<file path="src/design/pse_pkg.sv">
package pse_pkg;

   localparam int STACK_DEPTH = 128;
   localparam int DEPTH_W     = $clog2(STACK_DEPTH + 1);
   localparam int ADDR_W      = $clog2(STACK_DEPTH);
   localparam int DATA_W      = 32;
   localparam int DIV_CNT_W   = $clog2(DATA_W);

   // token kinds
   localparam logic [2:0] FUNC_PUSH = 3'd0;
   localparam logic [2:0] FUNC_ADD  = 3'd1;
   localparam logic [2:0] FUNC_SUB  = 3'd2;
   localparam logic [2:0] FUNC_MUL  = 3'd3;
   localparam logic [2:0] FUNC_DIV  = 3'd4;

   typedef enum logic [1:0] {
      ST_OK        = 2'd0,
      ST_OVERFLOW  = 2'd1,
      ST_UNDERFLOW = 2'd2,
      ST_DIVZERO   = 2'd3
   } err_type;

   typedef enum logic [2:0] {
      S_IDLE,
      S_EXEC,
      S_FETCH,
      S_MUL,
      S_DIV,
      S_FINISH
   } state_type;

   typedef struct packed {
      logic [2:0]  func;
      logic [30:0] operand_value;
      logic        last;
   } pse_req_type;

   typedef struct packed {
      logic signed [31:0] result_value;
      logic [1:0]         status;
   } pse_rsp_type;

   // controller to datapath
   typedef struct packed {
      logic    capture;
      logic    push;
      logic    set_err;
      err_type err_code;
      logic    addsub_wr;
      logic    mul_wr;
      logic    div_start;
      logic    div_wr;
      logic    emit;
   } pse_cmd_type;

   // datapath to controller
   typedef struct packed {
      logic [2:0] func;
      logic       last;
      logic       err_set;
      logic       depth_full;
      logic       depth_lt2;
      logic       rhs_zero;
      logic       div_done;
      logic       out_free;
   } pse_sts_type;

endpackage

</file>
<file path="src/design/pse_ctrl.sv">
module pse_ctrl (
   input  logic                clock,
   input  logic                reset,
   input  logic                req_valid,
   output logic                req_stall,
   input  pse_pkg::pse_sts_type sts,
   output pse_pkg::pse_cmd_type cmd
);

   import pse_pkg::*;

   state_type state_ff, state_in;

   // state register
   always_ff @(posedge clock) begin
      if (reset) begin
         state_ff <= S_IDLE;
      end else begin
         state_ff <= state_in;
      end
   end

   assign req_stall = (state_ff != S_IDLE);

   // next state and commands
   always_comb begin
      state_in     = state_ff;
      cmd          = '0;
      cmd.err_code = ST_OK;
      case (state_ff)
         S_IDLE: begin
            if (req_valid) begin
               cmd.capture = 1'b1;
               state_in    = S_EXEC;
            end
         end
         S_EXEC: begin
            state_in = S_FINISH;
            if (!sts.err_set) begin
               if (sts.func == FUNC_PUSH) begin
                  if (sts.depth_full) begin
                     cmd.set_err  = 1'b1;
                     cmd.err_code = ST_OVERFLOW;
                  end else begin
                     cmd.push = 1'b1;
                  end
               end else if (sts.func == FUNC_ADD || sts.func == FUNC_SUB ||
                            sts.func == FUNC_MUL || sts.func == FUNC_DIV) begin
                  if (sts.depth_lt2) begin
                     cmd.set_err  = 1'b1;
                     cmd.err_code = ST_UNDERFLOW;
                  end else begin
                     // lhs read issued from depth-2, data next cycle
                     state_in = S_FETCH;
                  end
               end
            end
         end
         S_FETCH: begin
            case (sts.func)
               FUNC_ADD, FUNC_SUB: begin
                  cmd.addsub_wr = 1'b1;
                  state_in      = S_FINISH;
               end
               FUNC_MUL: begin
                  state_in = S_MUL;
               end
               default: begin
                  if (sts.rhs_zero) begin
                     cmd.set_err  = 1'b1;
                     cmd.err_code = ST_DIVZERO;
                     state_in     = S_FINISH;
                  end else begin
                     cmd.div_start = 1'b1;
                     state_in      = S_DIV;
                  end
               end
            endcase
         end
         S_MUL: begin
            cmd.mul_wr = 1'b1;
            state_in   = S_FINISH;
         end
         S_DIV: begin
            if (sts.div_done) begin
               cmd.div_wr = 1'b1;
               state_in   = S_FINISH;
            end
         end
         S_FINISH: begin
            if (!sts.last) begin
               state_in = S_IDLE;
            end else if (sts.out_free) begin
               cmd.emit = 1'b1;
               state_in = S_IDLE;
            end
         end
         default: begin
            state_in = S_IDLE;
         end
      endcase
   end

endmodule

</file>
<file path="config.mk">
export PLATFORM = sky130hd
export DESIGN_NAME = pse_ctrl
export DESIGN_NICKNAME = d
export VERILOG_FILES = /design/src/design/pse_pkg.sv /design/src/design/pse_ctrl.sv
export SDC_FILE = /design/constraint.sdc
export NUM_CORES = 1
export LEC_CHECK = 0
export BUFFER_PORTS_ARGS = -buffer_cell sky130_fd_sc_hd__buf_4
export CAP_MARGIN = 20
export CORE_AREA = 2 2 39 41
export CTS_CLUSTER_SIZE = 12
export DETAILED_ROUTE_END_ITERATION = 12
export DIE_AREA = 0 0 41 43
export PLACE_DENSITY_LB_ADDON = 0.12
export SLEW_MARGIN = 20
export SYNTH_ARGS = -nofsm -noshare
export SYNTH_HDL_FRONTEND = slang
export SYNTH_SLANG_ARGS = --single-unit
export TNS_END_PERCENT = 50
</file>
<file path="constraint.sdc">
create_clock -name clock -period 2.5 [get_ports clock]
set_input_delay 0.625 -clock clock [delete_from_list [all_inputs] [get_ports clock]]
set_output_delay 0.625 -clock clock [all_outputs]
set_load 0.1 [all_outputs]
</file>
==> impl_metrics.prom <==
# TYPE chip_impl_metric gauge
chip_impl_info{name="status",value="complete, no violations"} 1
chip_impl_metric{name="fp.dieArea",unit="mm2"} 0.00176
chip_impl_info{name="synth.top_cells.by_area",value="sky130_fd_sc_hd__dfxtp_1 (15%), sky130_fd_sc_hd__o21ai_0 (6.4%), sky130_fd_sc_hd__inv_1 (5.8%), sky130_fd_sc_hd__nor2_1 (5.8%), sky130_fd_sc_hd__mux2i_1 (5.1%)"} 1
chip_impl_metric{name="drive_above_1_share",unit=""} 0.407
chip_impl_metric{name="met2RoutedLength",unit="um"} 532
chip_impl_metric{name="p_int",unit="mW"} 0.205
chip_impl_metric{name="synth_top_area_frac",unit=""} 0.153
chip_impl_metric{name="wl_met3",unit="um"} 68
chip_impl_metric{name="period_minus_slack",unit="ns"} 2.42
chip_impl_metric{name="firstDrtPassIters",unit=""} 2
chip_impl_metric{name="layout-area-overhead-vs-synth",unit="%"} 69.6
chip_impl_metric{name="final_routed_drc_violation_total",unit=""} 0
chip_impl_metric{name="place.detailed.hpwl",unit="um"} 885
chip_impl_metric{name="placement.setup.worst_slack",unit="ns"} 0.0777
chip_impl_metric{name="share_comb_of_total_power",unit=""} 0.648
chip_impl_info{name="synth_area_leader_cell",value="sky130_fd_sc_hd__dfxtp_1"} 1
chip_impl_metric{name="initial_utilization",unit=""} 0.283
chip_impl_metric{name="finalCoreUtilization",unit=""} 0.480
chip_impl_metric{name="skew",unit="ns"} 0.00172
chip_impl_metric{name="global_route_wire_length_before_repair",unit="um"} 1830
chip_impl_metric{name="synth_fp_nets",unit=""} 73
chip_impl_info{name="nature_of_the_critical_path_endpoint",value="output port"} 1
chip_impl_metric{name="gp_congestion",unit=""} 0.729
chip_impl_metric{name="core.rowCount",unit=""} 14
chip_impl_metric{name="timing.max_cap.violations",unit=""} 0
chip_impl_info{name="biggestRegsByFlops",value="state_ff: 3 flops"} 1
chip_impl_metric{name="simple_gate_share_of_the_synthesized_area",unit=""} 0.409
chip_impl_metric{name="portBuffers",unit=""} 23
chip_impl_info{name="clockRootBuffer",value="sky130_fd_sc_hd__clkbuf_4"} 1
chip_impl_metric{name="share_seq_of_total_power",unit=""} 0.164
chip_impl_metric{name="worstPathRequired",unit="ns"} 1.88
chip_impl_metric{name="io_pins",unit=""} 24
chip_impl_metric{name="share_clk_of_total_power",unit=""} 0.188
chip_impl_metric{name="netlist_area",unit="um2"} 392
chip_impl_metric{name="chipWidth",unit="um"} 41
chip_impl_metric{name="final_net_count",unit=""} 100
chip_impl_metric{name="synthArstFlopShare",unit=""} 0
chip_impl_metric{name="setup_violations",unit=""} 0
chip_impl_metric{name="antenna_found_initial",unit=""} 0
chip_impl_metric{name="grt.overflow.total",unit=""} 0
chip_impl_info{name="grt_setup_unrepaired",value="no"} 1
chip_impl_metric{name="seq_area_frac_synth",unit=""} 0.153
chip_impl_metric{name="maximum_number_of_pins_on_one_net_before_global_route_repair",unit=""} 11
chip_impl_metric{name="routed-via-count",unit=""} 517
chip_impl_metric{name="yosys.area_share.xor_xnor",unit=""} 0.0224
chip_impl_metric{name="timing.slew.headroom",unit=""} 0.637
chip_impl_info{name="slowest_stage",value="sky130_fd_sc_hd__or3_1"} 1
chip_impl_metric{name="timing.critical_path.slowest_cell_delay",unit="ns"} 0.51
chip_impl_metric{name="clk_path_buf_depth",unit=""} 2
chip_impl_metric{name="yosys_warnings",unit=""} 0
chip_impl_metric{name="avgSynthCellArea",unit="um2"} 6.53
chip_impl_metric{name="wire_per_inst",unit="um"} 10.8
chip_impl_metric{name="clk-insertion-delay-late",unit="ns"} 0.23
chip_impl_metric{name="postLayoutSetupSlackWorst",unit="ns"} 0.0811
chip_impl_info{name="synth_top_family_by_area",value="simple AND/OR/NAND/NOR gates"} 1
chip_impl_metric{name="netSwitchingFraction",unit=""} 0.545
chip_impl_metric{name="pwr_density_cell",unit="mW/mm2"} 677
chip_impl_metric{name="p_leak",unit="nW"} 0.314
chip_impl_metric{name="antenna_left",unit=""} 0
chip_impl_metric{name="period_share",unit=""} 0.968
chip_impl_metric{name="vdd_drop_max",unit="mV"} 0.246
chip_impl_info{name="highest-signal-layer",value="met3"} 1
chip_impl_metric{name="core_area",unit="mm2"} 0.00138
chip_impl_metric{name="max_freq",unit="MHz"} 413
chip_impl_metric{name="net_switching",unit="mW"} 0.245
chip_impl_metric{name="detailedRoute.firstIterationViolations",unit=""} 3
chip_impl_metric{name="numCtsBuffers",unit=""} 3
chip_impl_metric{name="critical_path_peak_fanout",unit=""} 6
chip_impl_metric{name="count_of_h_tree_levels_built_during_cts",unit=""} 1
chip_impl_metric{name="synthMuxAreaShare",unit=""} 0.0511
chip_impl_metric{name="first_global_vias",unit=""} 476
chip_impl_metric{name="n_antenna_cell",unit=""} 0
chip_impl_metric{name="compound_gate_fraction_of_synth_area",unit=""} 0.265
chip_impl_metric{name="netlist-cell-type-count",unit=""} 29
chip_impl_metric{name="tightestPinTransition",unit="ns"} 0.542
chip_impl_info{name="critical_path_class",value="primary input to output port"} 1
chip_impl_info{name="cts_tree",value="built"} 1
chip_impl_info{name="max_flop_register",value="state_ff"} 1
chip_impl_info{name="holdCritPathClass",value="primary input to flip-flop"} 1
chip_impl_metric{name="clkSinkCount",unit=""} 3
chip_impl_metric{name="ys_ff_latch",unit=""} 3
chip_impl_metric{name="finalHoldViolations",unit=""} 0
chip_impl_metric{name="post_synth_fa_ha_maj_area_fraction",unit=""} 0
chip_impl_metric{name="slew_violations",unit=""} 0
chip_impl_info{name="worst_path_most_repeated_cell",value="sky130_fd_sc_hd__buf_4"} 1
chip_impl_metric{name="gr-usage-all-layers",unit=""} 0.146
chip_impl_metric{name="die_height",unit="um"} 43
chip_impl_metric{name="drt-total-wl",unit="um"} 1110
chip_impl_metric{name="worst_setup_hold_path_clk_slew",unit="ns"} 0.04
chip_impl_metric{name="largest_register_ffs",unit=""} 3
chip_impl_info{name="timing.critical_path.cells",value="buf_4 -> or3_1 -> o31ai_4 -> buf_4"} 1
chip_impl_metric{name="synth-edff-count",unit=""} 0
chip_impl_metric{name="post_synth_inst_count",unit=""} 60
chip_impl_info{name="timing.critical_path.from_type",value="primary input"} 1
chip_impl_metric{name="holdBufCountCts",unit=""} 0
chip_impl_info{name="synthFlopType",value="sky130_fd_sc_hd__dfxtp_1"} 1
chip_impl_metric{name="total_power",unit="mW"} 0.449
chip_impl_metric{name="placedCellCount",unit=""} 98
chip_impl_metric{name="stdcell_count",unit=""} 102
chip_impl_metric{name="post_drt_via_cell_ratio",unit=""} 5.07
chip_impl_metric{name="crit_arrival",unit="ns"} 1.79
chip_impl_metric{name="wirelength_met1",unit="um"} 504
## worst max-delay path: cells and delay by family
kind	cells	cell delay, ns
buffers and inverters	2	0.45
and+or+nand+nor	1	0.51
AOI/OAI and AO/OA	1	0.21
## per-layer routing
layer / up-vias / track usage
li1: 272 / -
met1: 230 / 0.176
met2: 15 / 0.247
met3: 0 / 0.0314
met4: 0 / 0.0400
met5: - / 0
## Yosys cell counts (all sizes together), types with 2 or more instances
library cell / instances
mux2i: 2
o21a: 2
nand2: 3
inv: 6
nor2: 6
nand4: 3
clkbuf: 3
nor4: 2
nor3: 3
and2: 2
or3: 2
and3: 2
o21ai: 6
nor2b: 2
dfxtp: 3
## worst paths after layout
kind         slack [ns]          end        start  cells past startpoint
max                0.08       cmd[5]       sts[7]                      4
min                0.59  state_ff[1]        reset                      2
max reg2reg        1.22  state_ff[0]  state_ff[2]                      3
min reg2reg        0.65  state_ff[1]  state_ff[2]                      1
## cells by family after synthesis
family / count (synthesis)
simple gates: 29
compound gates: 15
buf+inv: 10
flops: 3
mux: 2
xor+xnor: 1
## cell usage in the layout (no fill, tap or decap), types with 3 or more instances in the layout
cell type	count
sky130_fd_sc_hd__buf_4	26
sky130_fd_sc_hd__inv_1	6
sky130_fd_sc_hd__nor2_1	4
sky130_fd_sc_hd__o21ai_0	4
sky130_fd_sc_hd__nand4_1	3
sky130_fd_sc_hd__nand2_1	3
sky130_fd_sc_hd__clkbuf_4	3
sky130_fd_sc_hd__dfxtp_1	3
## cell type report
| cell class | count | area [um2] |
|---|---|---|
| clock buffers | 4 | 26.3 |
| fillers | 147 | 719 |
| inverters | 6 | 22.5 |
| multi-input cells | 47 | 340 |
| flip-flops and latches | 3 | 60.1 |
| well taps | 16 | 20.0 |
| repair buffers | 26 | 195 |
## per-stage QoR
step / instance area [um2] / hold slack, ns / TNS, ns
2_1_floorplan: 433 / 0.623 / -0.716
4_1_cts: 658 / 0.580 / 0
3_3_place_gp: 632 / 0.631 / 0
3_5_place_dp: 632 / 0.633 / 0
6_report: 664 / 0.585 / 0
5_1_grt: 664 / 0.578 / 0
## what timing repair did
item                                   CTS  global route
setup buffers                            0             0
resized for setup                        0             1
setup endpoints to repair                0             3
endpoints found under the hold margin    0             0
## power by group through the flow
stage	sequential, mW	combinational (mW)	clock (mW)
6_report	0.0736	0.291	0.0845
5_1_grt	0.0753	0.310	0.0941
3_5_place_dp	0.0733	0.291	0
4_1_cts	0.0727	0.292	0.0884
3_3_place_gp	0.0731	0.292	0
2_1_floorplan	0.0613	0.227	0
Power figures use the tool's default switching activity.
